File: src/swg_pkg.sv
// shared types, constants and helpers for the sine wave generator
// no dependencies
`default_nettype none

package swg_pkg;

  localparam int ANGLE_BITS_DEF = 16;
  localparam int SINE_BITS_DEF  = 16;

  // unsigned q30 constants
  localparam logic [30:0] ONE_Q30 = 31'h4000_0000;
  localparam logic [30:0] PIH_Q30 = 31'd1686629713;

  // taylor series through x^11 evaluated by horner's rule
  localparam int HORNER_CELLS = 5;

  // configuration port
  localparam int CFG_INDEX_W = 3;
  localparam int CFG_DATA_W  = 48;

  localparam logic [CFG_INDEX_W-1:0] REG_AMPLITUDE   = 3'd0;
  localparam logic [CFG_INDEX_W-1:0] REG_FREQUENCY   = 3'd1;
  localparam logic [CFG_INDEX_W-1:0] REG_PHASE_TURNS = 3'd2;
  localparam logic [CFG_INDEX_W-1:0] REG_OFFSET      = 3'd3;
  localparam logic [CFG_INDEX_W-1:0] REG_START_TIME  = 3'd4;

  localparam logic [31:0] AMPLITUDE_RST  = 32'd655360;
  localparam logic [31:0] FREQUENCY_RST  = 32'd327680;
  localparam logic [15:0] PHASE_RST      = 16'd0;
  localparam logic [31:0] OFFSET_RST     = 32'd0;
  localparam logic [47:0] START_TIME_RST = 48'd0;

  // one sample on its way through the sine pipeline
  typedef struct packed {
    logic        active;
    logic [1:0]  quad;
    logic [30:0] x;     // angle within quadrant, radians q30
    logic [31:0] x2;    // x squared, q30
    logic [30:0] t;     // running horner term, q30
  } swg_item_t;

  // divisor of each horner step, innermost first
  function automatic int horner_divisor(input int idx);
    int d;
    case (idx)
      0:       d = 110;
      1:       d = 72;
      2:       d = 42;
      3:       d = 20;
      default: d = 6;
    endcase
    return d;
  endfunction

endpackage

`default_nettype wire

File: src/swg_phase.sv
// phase front end: elapsed time, turn fraction, quadrant folding and x squared
// depends on swg_pkg
`default_nettype none

module swg_phase import swg_pkg::*; #(
  parameter int ANGLE_BITS = ANGLE_BITS_DEF
) (
  input  wire logic        clk,
  input  wire logic        rst_n,
  input  wire logic        in_valid,
  output logic             in_ready,
  input  wire logic [47:0] time_now,
  input  wire logic [47:0] start_at,
  input  wire logic [31:0] frequency,
  input  wire logic [15:0] phase_turns,
  output logic             out_valid,
  input  wire logic        out_ready,
  output swg_item_t        out_item
);

  localparam int QSH = 32 - ANGLE_BITS;

  logic v1_r, v2_r, v3_r, v4_r;
  logic rdy1, rdy2, rdy3, rdy4;

  logic [31:0]            e_r;
  logic                   act1_r, act2_r, act3_r;
  logic [ANGLE_BITS-1:0]  ang_r;
  logic [30:0]            x3_r;
  logic [1:0]             quad3_r;
  swg_item_t              item_r;

  logic [31:0]            e_nxt;
  logic                   act_nxt;
  logic [ANGLE_BITS-1:0]  ang_nxt;
  logic [30:0]            x_nxt;
  logic [31:0]            x2_nxt;

  assign rdy4     = !v4_r || out_ready;
  assign rdy3     = !v3_r || rdy4;
  assign rdy2     = !v2_r || rdy3;
  assign rdy1     = !v1_r || rdy2;
  assign in_ready = rdy1;

  assign out_valid = v4_r;
  assign out_item  = item_r;

  // elapsed time; only the low 32 bits matter for the turn fraction
  always_comb begin
    logic [48:0] diff;
    diff    = {1'b0, time_now} - {1'b0, start_at};
    act_nxt = !diff[48];
    e_nxt   = diff[31:0];
  end

  // fractional turns plus phase
  always_comb begin
    logic [63:0] fprod;
    logic [31:0] frac;
    fprod   = 64'(frequency) * 64'(e_r);
    frac    = fprod[31:0] + {phase_turns, 16'h0000};
    ang_nxt = frac[31 -: ANGLE_BITS];
  end

  // fold into the first quadrant and scale to radians
  always_comb begin
    logic [1:0]  quad;
    logic [30:0] q;
    logic [30:0] r;
    logic [61:0] xp;
    quad  = ang_r[ANGLE_BITS-1 -: 2];
    q     = 31'(ang_r[ANGLE_BITS-3:0]) << QSH;
    r     = quad[0] ? (ONE_Q30 - q) : q;
    xp    = 62'(r) * 62'(PIH_Q30);
    x_nxt = xp[60:30];
  end

  always_comb begin
    logic [61:0] sq;
    sq     = 62'(x3_r) * 62'(x3_r);
    x2_nxt = sq[61:30];
  end

  always_ff @(posedge clk) begin
    if (!rst_n) begin
      v1_r <= 1'b0;
      v2_r <= 1'b0;
      v3_r <= 1'b0;
      v4_r <= 1'b0;
    end else begin
      if (rdy1) v1_r <= in_valid;
      if (rdy2) v2_r <= v1_r;
      if (rdy3) v3_r <= v2_r;
      if (rdy4) v4_r <= v3_r;
    end
  end

  always_ff @(posedge clk) begin
    if (rdy1) begin
      e_r    <= e_nxt;
      act1_r <= act_nxt;
    end
    if (rdy2) begin
      ang_r  <= ang_nxt;
      act2_r <= act1_r;
    end
    if (rdy3) begin
      x3_r    <= x_nxt;
      quad3_r <= ang_r[ANGLE_BITS-1 -: 2];
      act3_r  <= act2_r;
    end
    if (rdy4) begin
      item_r.active <= act3_r;
      item_r.quad   <= quad3_r;
      item_r.x      <= x3_r;
      item_r.x2     <= x2_nxt;
      item_r.t      <= ONE_Q30;
    end
  end

endmodule

`default_nettype wire

File: config.mk
export PLATFORM = sky130hd
export DESIGN_NAME = swg_phase
export DESIGN_NICKNAME = d
export VERILOG_FILES = /design/src/swg_pkg.sv /design/src/swg_phase.sv
export SDC_FILE = /design/constraint.sdc
export NUM_CORES = 2
export LEC_CHECK = 0
export ABC_AREA = 0
export BUFFER_PORTS_ARGS = -buffer_cell sky130_fd_sc_hd__clkbuf_2
export CORE_MARGIN = 4
export CORE_UTILIZATION = 55
export DETAILED_ROUTE_END_ITERATION = 10
export HOLD_SLACK_MARGIN = 0.03
export PLACE_DENSITY = 0.72
export SLEW_MARGIN = 10
export SYNTH_ARGS = -nofsm -noshare
export SYNTH_HDL_FRONTEND = slang
export SYNTH_SLANG_ARGS = --single-unit
File: constraint.sdc
create_clock -name clk -period 21.1 [get_ports clk]
set_input_delay 1.055 -clock clk [delete_from_list [all_inputs] [get_ports clk]]
set_output_delay 1.055 -clock clk [all_outputs]
set_load 0.02 [all_outputs]
==> results_dict.tcl <==
set metrics [dict create \
    die_w_um 327 \
    vias_per_cell 5.26 \
    cts_setup_buffers 0 \
    synth_top_cell_by_area "fa_1" \
    num_vias 38300 \
    setup_ws_ps 11660 \
    placed_cell_area_mm2 0.0585 \
    wl_per_cell_um 18.3 \
    status "complete, no violations" \
    synth_cell_types 71 \
    setup_viol 0 \
    finalMaxSlewViolations 0 \
    synthToLayoutAreaGrowth_pct 5.32 \
    htree_num_levels 4 \
    gr-usage-all-layers 0.263 \
    start_kind "flip-flop" \
    rsz0062_at_grt "no" \
    cap_viol_max_count 0 \
    cts_hold_buf 0 \
    netlist_area_mm2 0.0561 \
    max_slew.worst_pin.slew_ps 1080 \
    numPortBuffers 215 \
    timing.setup.tns_ps 0 \
    dp_slack_ps 11650 \
    rows 116 \
    die_y_um 327 \
    cp.required_ps 21370 \
    synth.most_common_cell "inv_1" \
    n_fill_cell 8613 \
    synth_top_area_share 0.466 \
    path_max_fanout 12 \
    grt_first_pass_wirelength_um 221000 \
    wl_um 133000 \
    cts_buffers 17 \
    max_stage_delay_ps 660 \
    yosysSeqAreaShare 0.0818 \
    core-area_mm2 0.101 \
    hp-class "flip-flop to flip-flop" \
    grt_overflow_total 0 \
    design.die.area_mm2 0.107 \
    cts.reportedPaths.clkPinSlew_ps 80 \
    clkLatencyLatePin_ps 540 \
    cts_tree "done" \
    synth-edff-count 150 \
    hold_viol 0 \
    io_pins 247 \
    final_nets 8072 \
    synth.avg_cell_area_um2 9.65 \
    grtUsageMet1 0.327 \
    crit_slowest_cell "edfxtp_1" \
    start_util 0.557 \
    synthTopCellsByCount "inv_1 (1,719), fa_1 (1,306), nand2_1 (734), ha_1 (698), and2_1 (242)" \
    fin_area_mm2 0.0590 \
    path_class "flip-flop to flip-flop" \
    timing.final.crit_share 0.447 \
    slew_headroom 0.277 \
    dp_hpwl_um 108000 \
    max_freq_mhz 106 \
    synth-seq-cells 154 \
    async_flop_share 0 \
    first_pass_iters 7 \
    synth_cells 5811 \
    yosys-top-cells-area "fa_1 (47%), ha_1 (16%), inv_1 (12%), edfxtp_1 (8.0%), nand2_1 (4.9%)" \
    grt_max_degree 67 \
    ant_nets 0 \
    clock-sinks 154 \
    drive_above_1_share 0.0556 \
    synth_warnings 0 \
    place.gp.congestion 0.912 \
    cts_resized 0 \
    drt_iter0_markers 1981 \
    antenna_cells 0 \
    endpoint_kind "flip-flop" \
    grt_use_met3 0.0444 \
    cts_buffer_depth 2 \
    root_buffer "clkbuf_16" \
    grt_pass1_vias 43200 \
    busiest_layer "met2" \
    period_minus_slack_ps 9440 \
    cp_common_cell "inv_1" \
    arrival_ps 9700 \
    drt_drc_violations_left 0 \
    ys.flop_type "edfxtp_1" \
    fin_worst_skew_ps 31.3 \
    use_met2 0.461 \
    antenna_found_initial 3 \
]
[worst paths after layout]
path	start	end	slack, ps	depth (start not counted)
max	ang_r[0]	x3_r[30]	11660	30
min	act2_r	act3_r	420	0
max reg2reg	ang_r[0]	x3_r[30]	11660	30
min reg2reg	act2_r	act3_r	420	0
[metrics by stage]
step	std cells	utilization	hold WS (ps)
finish	7290	0.587	422
global route	7290	0.587	440
CTS	7290	0.587	425
detailed placement	7258	0.581	405
global placement	7258	0.581	404
floorplan	5840	-	400
[sequential cells by signal, summed over array words and instances (netlist names)]
register,cells
out_item,66
e_r,32
x3_r,31
ang_r,16
quad3_r,2
act1_r,1
act2_r,1
act3_r,1
out_valid,1
v1_r,1
v2_r,1
v3_r,1
[cells by family after synthesis]
family | after synthesis | synth area share
adders and majority gates | 2004 | 0.622
AOI/OAI and AO/OA | 273 | 0.0329
buffers and inverters | 1939 | 0.132
other | 2 | 0.000134
xor gates and xnor gates | 193 | 0.0302
muxes | 4 | 0.000737
and+or+nand+nor | 1242 | 0.100
DFF | 154 | 0.0818
[cell usage in the layout (no fill, tap or decap), types with 19 or more instances in the layout]
master,count
a21o_1,45
a21oi_1,85
and2_1,242
buf_4,58
clkbuf_2,215
conb_1,31
edfxtp_1,150
fa_1,1306
ha_1,698
inv_1,1718
nand2_1,733
nand4_1,19
nor2_1,125
nor2b_1,27
o21a_1,22
o21ai_0,42
xnor2_1,149
xor2_1,44
[critical path, delay by kind of cell, from the launching register on]
kind / cells / cell delay [ps]
fa+ha+maj: 10 / 3870
simple gates: 7 / 1840
compound gates: 5 / 1370
buf+inv: 6 / 730
xor+xnor: 2 / 710
flops: 1 / 660
[final cells by class]
cell class,instances,area [µm²],area share
multi-input cells,3747,44200,0.748
inverters,1727,6480,0.110
flip-flops and latches,154,4580,0.0776
well taps,1357,1700,0.0288
repair buffers,273,1510,0.0256
clock buffers,19,433,0.00733
clock inverters,13,139,0.00235
[per-layer routing]
metal | share of wire | routed length, µm | vias up
met5 | 0.000098 | 13 | -
met4 | 0.043 | 5760 | 2
met3 | 0.067 | 8990 | 352
met2 | 0.50 | 66900 | 1390
met1 | 0.39 | 51600 | 19500
li1 | - | - | 17100
Power is not shown: default switching activity piles up to over one toggle a cycle in this logic, so the estimate is an artifact.
