## config.mk

```make
export PLATFORM = sky130hd
export DESIGN_NAME = swg_horner_cell
export DESIGN_NICKNAME = d
export VERILOG_FILES = /design/src/swg_pkg.sv /design/src/swg_horner_cell.sv
export SDC_FILE = /design/constraint.sdc
export NUM_CORES = 2
export LEC_CHECK = 0
export BUFFER_PORTS_ARGS = -buffer_cell sky130_fd_sc_hd__buf_4
export CAP_MARGIN = 15
export CELL_PAD_IN_SITES_DETAIL_PLACEMENT = 1
export CELL_PAD_IN_SITES_GLOBAL_PLACEMENT = 1
export CORE_MARGIN = 8
export CORE_UTILIZATION = 40
export DETAILED_ROUTE_END_ITERATION = 10
export PLACE_DENSITY_LB_ADDON = 0.1
export SETUP_SLACK_MARGIN = 0.1
export SYNTH_ARGS = -nofsm -noshare
export SYNTH_HDL_FRONTEND = slang
export SYNTH_SLANG_ARGS = --single-unit
export TNS_END_PERCENT = 10
```

## constraint.sdc

```tcl
create_clock -name clk -period 8.5 [get_ports clk]
set_clock_uncertainty 0.2 [all_clocks]
set_input_delay 0 -clock clk [delete_from_list [all_inputs] [get_ports clk]]
set_output_delay 0 -clock clk [all_outputs]
set_load 0.01 [all_outputs]
```

## src/swg_pkg.sv

```systemverilog
// shared types, constants and helpers for the sine wave generator
// no dependencies
`default_nettype none

package swg_pkg;

  localparam int ANGLE_BITS_DEF = 16;
  localparam int SINE_BITS_DEF  = 16;

  // unsigned q30 constants
  localparam logic [30:0] ONE_Q30 = 31'h4000_0000;
  localparam logic [30:0] PIH_Q30 = 31'd1686629713;

  // taylor series through x^11 evaluated by horner's rule
  localparam int HORNER_CELLS = 5;

  // configuration port
  localparam int CFG_INDEX_W = 3;
  localparam int CFG_DATA_W  = 48;

  localparam logic [CFG_INDEX_W-1:0] REG_AMPLITUDE   = 3'd0;
  localparam logic [CFG_INDEX_W-1:0] REG_FREQUENCY   = 3'd1;
  localparam logic [CFG_INDEX_W-1:0] REG_PHASE_TURNS = 3'd2;
  localparam logic [CFG_INDEX_W-1:0] REG_OFFSET      = 3'd3;
  localparam logic [CFG_INDEX_W-1:0] REG_START_TIME  = 3'd4;

  localparam logic [31:0] AMPLITUDE_RST  = 32'd655360;
  localparam logic [31:0] FREQUENCY_RST  = 32'd327680;
  localparam logic [15:0] PHASE_RST      = 16'd0;
  localparam logic [31:0] OFFSET_RST     = 32'd0;
  localparam logic [47:0] START_TIME_RST = 48'd0;

  // one sample on its way through the sine pipeline
  typedef struct packed {
    logic        active;
    logic [1:0]  quad;
    logic [30:0] x;     // angle within quadrant, radians q30
    logic [31:0] x2;    // x squared, q30
    logic [30:0] t;     // running horner term, q30
  } swg_item_t;

  // divisor of each horner step, innermost first
  function automatic int horner_divisor(input int idx);
    int d;
    case (idx)
      0:       d = 110;
      1:       d = 72;
      2:       d = 42;
      3:       d = 20;
      default: d = 6;
    endcase
    return d;
  endfunction

endpackage

`default_nettype wire

```

## src/swg_horner_cell.sv

```systemverilog
// one horner step of the sine series: t = 1 - x2 * t / divisor
// depends on swg_pkg
`default_nettype none

module swg_horner_cell import swg_pkg::*; #(
  parameter int DIVISOR = 6
) (
  input  wire logic      clk,
  input  wire logic      rst_n,
  input  wire logic      in_valid,
  output logic           in_ready,
  input  wire swg_item_t in_item,
  output logic           out_valid,
  input  wire logic      out_ready,
  output swg_item_t      out_item
);

  // floor(2^32 / divisor): quotient estimate is low by at most one
  localparam logic [63:0] RECIP_WIDE = (64'd1 << 32) / DIVISOR;
  localparam logic [31:0] RECIP      = RECIP_WIDE[31:0];
  localparam logic [7:0]  DIV_K      = 8'(DIVISOR);

  logic va_r, vb_r, vc_r;
  logic rdya, rdyb, rdyc;

  swg_item_t   item_a_r, item_b_r, item_c_r;
  logic [31:0] n_a_r, n_b_r, qe_b_r;

  logic [31:0] n_nxt, qe_nxt;
  logic [30:0] t_nxt;
  swg_item_t   item_c_nxt;

  assign rdyc     = !vc_r || out_ready;
  assign rdyb     = !vb_r || rdyc;
  assign rdya     = !va_r || rdyb;
  assign in_ready = rdya;

  assign out_valid = vc_r;
  assign out_item  = item_c_r;

  always_comb begin
    logic [63:0] prod;
    prod  = 64'(in_item.x2) * 64'(in_item.t);
    n_nxt = prod[61:30];
  end

  always_comb begin
    logic [63:0] prod;
    prod   = 64'(n_a_r) * 64'(RECIP);
    qe_nxt = prod[63:32];
  end

  // one correction step on the quotient estimate
  always_comb begin
    logic [39:0] rem;
    logic [31:0] q;
    rem   = 40'(n_b_r) - 40'(qe_b_r) * 40'(DIV_K);
    q     = qe_b_r + 32'(rem >= 40'(DIV_K));
    t_nxt = ONE_Q30 - q[30:0];
  end

  // pass the sample on with the new running term
  always_comb begin
    item_c_nxt   = item_b_r;
    item_c_nxt.t = t_nxt;
  end

  always_ff @(posedge clk) begin
    if (!rst_n) begin
      va_r <= 1'b0;
      vb_r <= 1'b0;
      vc_r <= 1'b0;
    end else begin
      if (rdya) va_r <= in_valid;
      if (rdyb) vb_r <= va_r;
      if (rdyc) vc_r <= vb_r;
    end
  end

  always_ff @(posedge clk) begin
    if (rdya) begin
      item_a_r <= in_item;
      n_a_r    <= n_nxt;
    end
    if (rdyb) begin
      item_b_r <= item_a_r;
      n_b_r    <= n_a_r;
      qe_b_r   <= qe_nxt;
    end
    if (rdyc) begin
      item_c_r <= item_c_nxt;
    end
  end

endmodule

`default_nettype wire

```

==> summary.md <==
Row generation in the floorplan step produced 140 rows. The first global-routing pass estimated 283000 µm of wire. The H-tree was split into 2 levels. The critical path crosses 42 cells after its start point.

The clock-pin slew on the worst setup and hold paths works out to 0.06 ns. The path class of the tightest hold or removal check is in -> reg. The share of flip-flops with an asynchronous set or reset after synthesis is 0%. The remaining routing DRC violations was 0. The top cell type by area accounts for 40.8% of the synthesized area.

The final-stage net count came out at 8290. The sum of net half-perimeters after detailed placement came out at 155000 µm. Port buffer count: 199. The total of endpoints with negative setup slack in the final report came out at 7. The worst hold path depth was 2.

Summing all multi-input logic gate instances after layout gives 42900 µm². Yosys mapped a number of flops with a built-in enable equal to 322. The cell that appears most often on the critical path is sky130_fd_sc_hd__a21oi_2.

The die covers 159000 µm². TritonCTS built the clock tree. Summed over all layers, the global routing overflow is 0. In this run the tightest slew margin relative to its limit is 27.2%.

The netlist area before placement came out at 58700 µm². The cell depth of the worst flop-to-flop path was 42. The endpoint class of the critical path is a register. The cell at the root of the clock tree is sky130_fd_sc_hd__clkbuf_16. The number of search-and-repair iterations in the first detailed-routing pass came out at 7. The number of synthesized register bits is 325. Counting every instance in the synthesized netlist gives 5834.

Cells with a size suffix above 1 make up 10.8% of the layout. The highest clock rate came out at 0.114 GHz. The minimum setup slack in the final design is -0.244 ns, and the largest fanout on the critical path is 2. The worst path arrival time is 8.90 ns. The tools report the final wirelength as 182000 µm.

The count of pins over their slew limit is 0, and the count of buffer and inverter cells on the critical path is 3. The placer's final routability congestion estimate was 0.907; the remaining antenna violation count after routing was 0. The initial utilization of the core area, before any placement, comes to 40.3%. The tools report the share of synthesized area occupied by flip-flops and latches as 16.6%.

The tree built by TritonCTS fans out to 325 sinks. The largest individual stage delay along the critical path comes from the cell sky130_fd_sc_hd__edfxtp_1. sky130_fd_sc_hd__fa_1 takes more of the synthesized area than any other cell. Setup repair after global routing could not meet its margin everywhere.

After synthesis, the most frequently instantiated cells are 1493 x sky130_fd_sc_hd__inv_1, 1197 x sky130_fd_sc_hd__fa_1, 859 x sky130_fd_sc_hd__nand2_1. The logs give 3 for the maximum count of clock buffers along a single path and 2 for the initial antenna violation count. The yosys synthesis warning count came out at 0. At the pin with the least slew margin, the transition time is 1.09 ns. Relative to the synthesized area, the layout overhead comes to 14.6%. After filler insertion, the fill cell instance count of the layout stands at 16200. The detail-routed net length per standard cell was 22.1 µm; the share of the clock period used by the worst path after layout was 103%.

The worst-case setup slack after placement is -1.15 ns, and the number of global-route vias before repair is 47400. The flow ran to the end, but the final reports show violations. 200 I/O pins were placed. In the routed layout, each cell is associated on average with a via count of 4.95. The most used standard cell by instance count after synthesis is sky130_fd_sc_hd__inv_1.

On the worst path, the slowest cell contributes a delay of 0.41 ns. The final reports fail on negative setup slack. For the largest net degree at the start of global routing, the log shows 71. The unique cell type count in the Yosys netlist was 80; the overall die height was 399 µm. For this run, the leading register cell type out of synthesis is sky130_fd_sc_hd__edfxtp_1. The critical path start-end classification was reg -> reg. Dividing the synthesized area by the synthesized cell count gives 10.1 µm². The number of nets in the synthesized netlist is 7815, and the combined flip-flop and latch cell area is 9730 µm². The floorplan step set the die width to 399 µm.

In this run, the number of DRC markers left after iteration 0 of detailed routing was 1677. After layout, the minimum clock period comes to 8.74 ns. The via count of the routed design is 40900. The global-route total usage across every layer came out at 23.3%. The cell family contributing the most delay on the critical path is compound AO/OA/AOI/OAI gates. The worst setup path is launched from a register. The hold violation count in the final report came out at 0. For the worst setup path, the data required time is 8.65 ns. The tools report the number of buffers inserted during clock tree synthesis as 45. Across the run, the number of max-cap violations was 0.

Sorting the synthesized cells by area gives the leading types as sky130_fd_sc_hd__fa_1 41%, sky130_fd_sc_hd__edfxtp_1 16%, sky130_fd_sc_hd__ha_1 15%. The floorplan step defined a core boundary enclosing 146000 µm². The clock latency reported for the late side of the worst-skew pair is 0.67 ns.
==> worst paths after layout <==
| path | from | end | slack, ns |
|---|---|---|---|
| setup / recovery | qe_b_r[1] | out_item[30] | -0.24 |
| hold / removal | in_item[38] | item_a_r[38] | 0.10 |
| hold reg to reg | item_a_r[46] | item_b_r[46] | 0.20 |
| setup reg to reg | qe_b_r[1] | out_item[30] | -0.24 |
==> cells in the final DEF, fill, tap and decap left out, types with 74 or more instances in the layout <==
| master | n |
|---|---|
| sky130_fd_sc_hd__inv_1 | 1491 |
| sky130_fd_sc_hd__fa_1 | 1196 |
| sky130_fd_sc_hd__nand2_1 | 858 |
| sky130_fd_sc_hd__ha_1 | 674 |
| sky130_fd_sc_hd__buf_4 | 524 |
| sky130_fd_sc_hd__edfxtp_1 | 322 |
| sky130_fd_sc_hd__and2_1 | 198 |
| sky130_fd_sc_hd__a21oi_1 | 130 |
| sky130_fd_sc_hd__dlygate4sd3_1 | 106 |
| sky130_fd_sc_hd__xnor2_1 | 100 |
| sky130_fd_sc_hd__nor2_1 | 99 |
| sky130_fd_sc_hd__o21ai_0 | 74 |
==> registers in the layout, indices dropped and copies added (netlist names) <==
register,cells
out_item,97
item_a_r,66
item_b_r,66
n_a_r,32
n_b_r,31
qe_b_r,30
out_valid,1
va_r,1
vb_r,1
==> worst register-to-register path, delay by kind of cell, from the launching register on <==
kind	cells	cell delay, ns
adder cells (fa/ha/maj)	4	0.85
AO/OA/AOI/OAI	28	5.35
flip-flops	1	0.41
buffers and inverters	3	0.40
AND/OR/NAND/NOR	5	0.92
XOR/XNOR	2	0.28
==> timing repair <==
| action | CTS | global route |
|---|---|---|
| hold buffers | 106 | 0 |
| pin swaps | 62 | 16 |
| endpoints found under the hold margin | 94 | 0 |
| resized for setup | 54 | 17 |
| gates cloned | 0 | 0 |
| setup buffers | 18 | 3 |
| endpoints found under the setup margin | 20 | 23 |
==> area by class of cell <==
cell class,count,share of cell area (%)
antenna,6,0.0223
clock buffer,53,1.76
clock inverter,29,0.430
inverter,1493,8.34
multi-input combinational,3802,63.8
sequential,325,14.5
tap,1917,3.57
timing repair buffer,642,7.65
==> through the flow <==
stage | hold slack, ns | setup TNS, ns | util (%) | instance area, µm² | instances
final | 0.101 | -1.12 | 46.2 | 67300 | 8267
after global routing | 0.0576 | -8.11 | 46.2 | 67300 | 8262
after CTS | 0.0603 | -2.90 | 46.1 | 67100 | 8258
after detailed placement | -0.0200 | -11.78 | 44.1 | 64200 | 8053
after global placement | -0.0211 | -9.67 | 44.1 | 64200 | 8053
after floorplan | -0.101 | 0 | - | 58700 | 5834
==> routing by layer <==
metal  wire length (µm)  share of wire [%]  GRT usage, %  up-vias
met3               6900                3.8          2.72      208
li1                   -                  -             -    18600
met4               5330                2.9          6.29        0
met2              89500                 49          40.5      721
met5                  0                  0             0        -
met1              80600                 44          30.8    21400
==> kinds of logic (layout without fill, tap and decap cells) <==
logic type	Yosys count	count (layout)	share of synthesized area (%)
adders and majority gates	1880	1880	55.4
buffers and inverters	1707	2217	10.9
and+or+nand+nor	1345	1345	10.2
AOI/OAI and AO/OA	441	441	4.90
DFF	325	325	16.6
xor gates and xnor gates	132	132	1.97
muxes	4	4	0.0682
other	0	6	0
Power is left out: the tool's default activity adds up to more than one toggle a clock period on the data nets, which glitch-free logic cannot reach.
