--- src/swg_pkg.sv ---
// shared types, constants and helpers for the sine wave generator
// no dependencies
`default_nettype none

package swg_pkg;

  localparam int ANGLE_BITS_DEF = 16;
  localparam int SINE_BITS_DEF  = 16;

  // unsigned q30 constants
  localparam logic [30:0] ONE_Q30 = 31'h4000_0000;
  localparam logic [30:0] PIH_Q30 = 31'd1686629713;

  // taylor series through x^11 evaluated by horner's rule
  localparam int HORNER_CELLS = 5;

  // configuration port
  localparam int CFG_INDEX_W = 3;
  localparam int CFG_DATA_W  = 48;

  localparam logic [CFG_INDEX_W-1:0] REG_AMPLITUDE   = 3'd0;
  localparam logic [CFG_INDEX_W-1:0] REG_FREQUENCY   = 3'd1;
  localparam logic [CFG_INDEX_W-1:0] REG_PHASE_TURNS = 3'd2;
  localparam logic [CFG_INDEX_W-1:0] REG_OFFSET      = 3'd3;
  localparam logic [CFG_INDEX_W-1:0] REG_START_TIME  = 3'd4;

  localparam logic [31:0] AMPLITUDE_RST  = 32'd655360;
  localparam logic [31:0] FREQUENCY_RST  = 32'd327680;
  localparam logic [15:0] PHASE_RST      = 16'd0;
  localparam logic [31:0] OFFSET_RST     = 32'd0;
  localparam logic [47:0] START_TIME_RST = 48'd0;

  // one sample on its way through the sine pipeline
  typedef struct packed {
    logic        active;
    logic [1:0]  quad;
    logic [30:0] x;     // angle within quadrant, radians q30
    logic [31:0] x2;    // x squared, q30
    logic [30:0] t;     // running horner term, q30
  } swg_item_t;

  // divisor of each horner step, innermost first
  function automatic int horner_divisor(input int idx);
    int d;
    case (idx)
      0:       d = 110;
      1:       d = 72;
      2:       d = 42;
      3:       d = 20;
      default: d = 6;
    endcase
    return d;
  endfunction

endpackage

`default_nettype wire

--- src/swg_scale.sv ---
// back end: final sine product, quantization, amplitude scaling, offset and saturation
// depends on swg_pkg; holds the output register
`default_nettype none

module swg_scale import swg_pkg::*; #(
  parameter int SINE_BITS = SINE_BITS_DEF
) (
  input  wire logic        clk,
  input  wire logic        rst_n,
  input  wire logic        in_valid,
  output logic             in_ready,
  input  wire swg_item_t   in_item,
  input  wire logic [31:0] amplitude,
  input  wire logic [31:0] offset,
  output logic             out_valid,
  input  wire logic        out_ready,
  output logic [31:0]      wave_value,
  output logic             active
);

  localparam int          PW      = 32 + SINE_BITS;
  localparam logic [63:0] FULL    = (64'd1 << (SINE_BITS - 1)) - 64'd1;
  localparam logic [63:0] HALF_Q  = 64'd1 << 29;
  localparam logic [PW-1:0] HALF_P = PW'(1) << (SINE_BITS - 2);

  logic v1_r, v2_r, v3_r, v4_r, v5_r;
  logic rdy1, rdy2, rdy3, rdy4, rdy5;

  logic [30:0]          s_r;
  logic [1:0]           quad1_r;
  logic                 act1_r, act2_r, act3_r, act4_r;
  logic [SINE_BITS-1:0] sv_r;
  logic [PW-1:0]        p_r;
  logic [32:0]          term_r;
  logic [31:0]          wave_r;
  logic                 act5_r;

  logic [30:0]          s_nxt;
  logic [SINE_BITS-1:0] sv_nxt;
  logic [PW-1:0]        p_nxt;
  logic [32:0]          term_nxt;
  logic [31:0]          wave_nxt;

  assign rdy5     = !v5_r || out_ready;
  assign rdy4     = !v4_r || rdy5;
  assign rdy3     = !v3_r || rdy4;
  assign rdy2     = !v2_r || rdy3;
  assign rdy1     = !v1_r || rdy2;
  assign in_ready = rdy1;

  assign out_valid  = v5_r;
  assign wave_value = wave_r;
  assign active     = act5_r;

  // sin(x) = x * t, clamped to one
  always_comb begin
    logic [63:0] prod;
    prod  = 64'(in_item.x) * 64'(in_item.t);
    s_nxt = (prod[61:30] > 32'(ONE_Q30)) ? ONE_Q30 : prod[60:30];
  end

  // round to the sine width and apply the quadrant sign
  always_comb begin
    logic [63:0]          mprod;
    logic [SINE_BITS-1:0] m;
    mprod  = 64'(s_r) * FULL + HALF_Q;
    m      = {1'b0, mprod[SINE_BITS+28:30]};
    sv_nxt = quad1_r[1] ? (~m + 1'b1) : m;
  end

  always_comb begin
    p_nxt = PW'($signed({{SINE_BITS{amplitude[31]}}, amplitude})
                * $signed({{32{sv_r[SINE_BITS-1]}}, sv_r}));
  end

  // rounding half away from zero; an inactive sample gives a zero term
  always_comb begin
    logic [PW-1:0] mag;
    logic [PW-1:0] rnd;
    logic [32:0]   tmag;
    mag  = p_r[PW-1] ? (~p_r + 1'b1) : p_r;
    rnd  = (mag + HALF_P) >> (SINE_BITS - 1);
    tmag = rnd[32:0];
    if (!act3_r) begin
      term_nxt = 33'd0;
    end else if (p_r[PW-1]) begin
      term_nxt = ~tmag + 1'b1;
    end else begin
      term_nxt = tmag;
    end
  end

  always_comb begin
    logic [33:0] sum;
    sum = {{2{offset[31]}}, offset} + {term_r[32], term_r};
    if (!sum[33] && (sum[32:31] != 2'b00)) begin
      wave_nxt = 32'h7FFF_FFFF;
    end else if (sum[33] && (sum[32:31] != 2'b11)) begin
      wave_nxt = 32'h8000_0000;
    end else begin
      wave_nxt = sum[31:0];
    end
  end

  always_ff @(posedge clk) begin
    if (!rst_n) begin
      v1_r <= 1'b0;
      v2_r <= 1'b0;
      v3_r <= 1'b0;
      v4_r <= 1'b0;
      v5_r <= 1'b0;
    end else begin
      if (rdy1) v1_r <= in_valid;
      if (rdy2) v2_r <= v1_r;
      if (rdy3) v3_r <= v2_r;
      if (rdy4) v4_r <= v3_r;
      if (rdy5) v5_r <= v4_r;
    end
  end

  always_ff @(posedge clk) begin
    if (rdy1) begin
      s_r     <= s_nxt;
      quad1_r <= in_item.quad;
      act1_r  <= in_item.active;
    end
    if (rdy2) begin
      sv_r   <= sv_nxt;
      act2_r <= act1_r;
    end
    if (rdy3) begin
      p_r    <= p_nxt;
      act3_r <= act2_r;
    end
    if (rdy4) begin
      term_r <= term_nxt;
      act4_r <= act3_r;
    end
    if (rdy5) begin
      wave_r <= wave_nxt;
      act5_r <= act4_r;
    end
  end

endmodule

`default_nettype wire

--- config.mk ---
export PLATFORM = sky130hd
export DESIGN_NAME = swg_scale
export DESIGN_NICKNAME = d
export VERILOG_FILES = /design/src/swg_pkg.sv /design/src/swg_scale.sv
export SDC_FILE = /design/constraint.sdc
export NUM_CORES = 2
export LEC_CHECK = 0
export CAP_MARGIN = 5
export CORE_MARGIN = 4
export CORE_UTILIZATION = 50
export DETAILED_ROUTE_END_ITERATION = 10
export DONT_BUFFER_PORTS = 1
export GPL_ROUTABILITY_DRIVEN = 0
export HOLD_SLACK_MARGIN = 0.15
export SLEW_MARGIN = 40
export SYNTH_ARGS = -nofsm -noshare
export SYNTH_HDL_FRONTEND = slang
export SYNTH_SLANG_ARGS = --single-unit
--- constraint.sdc ---
create_clock -name clk -period 11.94 [get_ports clk]
set_input_delay 0.597 -clock clk [delete_from_list [all_inputs] [get_ports clk]]
set_output_delay 0.597 -clock clk [all_outputs]
set_load 0.02 [all_outputs]
==> results.cfg <==
[run_status]
status = finished, final reports clean

[cts]
cts_resized = 0
clk_latency_ns = 0.49
cts_tree = yes
postCtsSetupRepairBufs = 0
holdBufCountCts = 0
h-tree-depth = 4
numCtsBuffers = 17
clockBufferDepth = 2
clock-sinks = 171
cts_root_buf = clkbuf_16
clk_pin_slew_ns = 0.07

[layout]
multi_input_comb_area_sq_um = 54770
fill_cells = 12470
area_growth_pct = 2.690
ff_latch_area_sq_um = 5085
final-instance-count-excl-fill = 8681
layout-drive-gt1-share_pct = 1.519
nets = 9146

[hold_path]
hold_path_class = input port to flop

[route]
route.detailed.drc = 0
dr.pass1.iters = 6
wl_per_cell_microns = 20.02
num_vias = 47360
drt_iter0_drc = 3066
viasPerCell = 5.456
drt_wl_total_mm = 173.8
ant_nets = 0

[floorplanning]
initial_core_util_pct = 50.31
die_w_microns = 374.2
fp.dieArea_sq_um = 140000
row_count = 134
die_h_microns = 374.2
coreArea_sq_um = 133300
ioPinCount = 200

[yosys]
syn_area_sq_um = 67060
syn-num-nets = 9445
ys_seq_area_share_pct = 7.583
synth_top_area_cell = fa_1
ys_types = 94
synth_top_area_share_pct = 46.54
synth_flop_cell = edfxtp_1
synthAdderAreaFrac_pct = 56.30
yosys_warnings = 0
synthTopCellsByCount = inv_1, fa_1, nand2_1
synth_compound_area_share_pct = 6.077
synth-async-reset-ratio_pct = 0
synth_area_per_cell_sq_um = 9.317
synthMuxAreaShare_pct = 0.2295
ys_ff_latch = 171
synthXorXnorAreaFrac_pct = 2.931
synth_simple_gate_area_share_pct = 16.00
synthTopCellsByArea = fa_1, ha_1, inv_1
synth_edf_count = 166
syn_inst = 7198
synth_top_family_by_area = adder cells
yosysMostFrequentCell = inv_1

[sta]
slew_viol_final = 0
fmax_mhz = 114.5
slew_headroom_pct = 46.39
min_period_ns = 8.736
clock_skew_ns = 0.01799
hold_viol = 0
final.setup.tns_ns = 0
tightest_slew_ns = 0.7839
setup_viol = 0
rsz0062_at_grt = no
min_period_over_period_pct = 73.17

[setup_path]
startpoint_type = input port
path_max_fanout = 55
cp.arrival_ns = 8.93
crit_chain = and2_1 -> fa_1 -> fa_1 -> inv_1 -> fa_1 -> fa_1 -> inv_1 -> fa_1 -> fa_1 -> fa_1 -> fa_1 -> ha_1 -> nand3_1 -> nor3_1 -> a41oi_1 -> o311a_1 -> o31ai_1 -> buf_4 -> nor4bb_1 -> o22ai_1 -> o21ba_4 -> mux2i_2 -> a2111oi_0
worstPathRequired_ns = 12.14
path_buf_inv = 3
crit_family = adder cells
crit_slowest_cell = mux2i_2
cp_slowest_stage_delay_ns = 0.62
end_kind = flop
crit_path_frequent_cell = fa_1
critPathKind = input port to flop

[global_route]
grt_pass1_wl_mm = 284.2
grt_use_total_pct = 25.65
antenna_found_initial = 15
grt_pass1_vias = 51550
overflow = 0
grt_start_max_net_pins = 88

[place]
dpl.cell_count = 8648
dp_hpwl_mm = 136.0
port-buffer-count = 0

[flow_run]
maxCapViolations = 0
[routing by layer]
| layer | GRT usage, % | share of wire (%) | vias up |
|---|---|---|---|
| li1 | - | - | 21080 |
| met1 | 35.90 | 43 | 24520 |
| met2 | 42.01 | 48 | 1503 |
| met3 | 4.907 | 7.4 | 249 |
| met4 | 5.214 | 2.0 | 6 |
| met5 | 0 | 0.026 | - |
[through the flow]
| stage | worst slack, ns | hold WS (ns) | cell area, sq um | util (%) |
|---|---|---|---|---|
| 6_report | 3.204 | 0.2093 | 68860 | 51.67 |
| 5_1_grt | 2.707 | 0.1782 | 68860 | 51.66 |
| 4_1_cts | 3.228 | 0.1736 | 68850 | 51.65 |
| 3_5_place_dp | 2.731 | 0.4382 | 68240 | 51.20 |
| 3_3_place_gp | 2.375 | 0.4457 | 68180 | 51.15 |
| 2_1_floorplan | 3.383 | 0.4003 | 67060 | - |
[worst register-to-register path: stages (launching register included)]
cell and delay (ns):
edfxtp_1 0.32, buf_4 0.47, nand2_1 0.20, fa_1 0.56
inv_1 0.05, fa_1 0.53, inv_1 0.06, fa_1 0.51
inv_1 0.06, fa_1 0.55, inv_1 0.06, fa_1 0.47
inv_1 0.05, fa_1 0.42, ha_1 0.41, a21o_1 0.18
a21o_1 0.17, a21o_1 0.19, a21o_1 0.19, a2111oi_0 0.73
a211oi_1 0.17, nor2_1 0.24, o21ai_0 0.33, and2_1 0.29
o21ai_0 0.14, nand2b_1 0.08, xor2_1 0.51
[layout make-up]
type	count	share of cell area (%)
inverter	1595	8.697
clock inverter	14	0.2653
timing repair buffer	26	0.2889
antenna	2	0.007268
clock buffer	17	0.6177
multi-input combinational	5088	79.53
sequential	171	7.384
tap	1768	3.212
[cell families (layout without fill, tap and decap cells)]
| kind of cell | count (synthesis) | after routing |
|---|---|---|
| xor+xnor | 222 | 222 |
| flops | 171 | 171 |
| simple gates | 2160 | 2160 |
| buf+inv | 1939 | 1652 |
| fa+ha+maj | 2082 | 2082 |
| mux | 14 | 14 |
| compound gates | 610 | 610 |
| other cells | 0 | 2 |
[cell usage in the layout (no fill, tap or decap), types with 12 or more instances in the layout]
master / instances
o21ai_0: 123
ha_1: 522
a21o_1: 108
nand4_1: 31
xnor2_1: 146
inv_1: 1593
and3_1: 15
a31oi_1: 25
nor3_1: 50
fa_1: 1559
nand3_1: 91
buf_4: 25
nand2_1: 923
or3_1: 14
a21oi_1: 135
o211ai_1: 31
o21bai_1: 12
xor2_1: 74
o31ai_1: 21
nor2_1: 185
nand2b_1: 63
a211oi_1: 15
nor2b_1: 26
and2_1: 687
nor4_1: 16
o21a_1: 25
edfxtp_1: 166
clkbuf_16: 17
[flip-flops by register name (all words and copies together), names as in the netlist, 16 cells and up]
register / count
p_r: 48
s_r: 31
sv_r: 16
wave_value: 32
term_r: 33
[path summary, 6_finish.rpt]
path	to	slack, ns	cells past startpoint	start
setup / recovery	s_r[16]	3.20	23	in_item[7]
hold reg to reg	act2_r	0.45	0	act1_r
setup reg to reg	p_r[38]	3.73	26	sv_r[1]
hold / removal	quad1_r[1]	0.21	0	in_item[95]
Power is left out: the tool's default activity adds up to more than one toggle a clock period on the data nets, which glitch-free logic cannot reach.
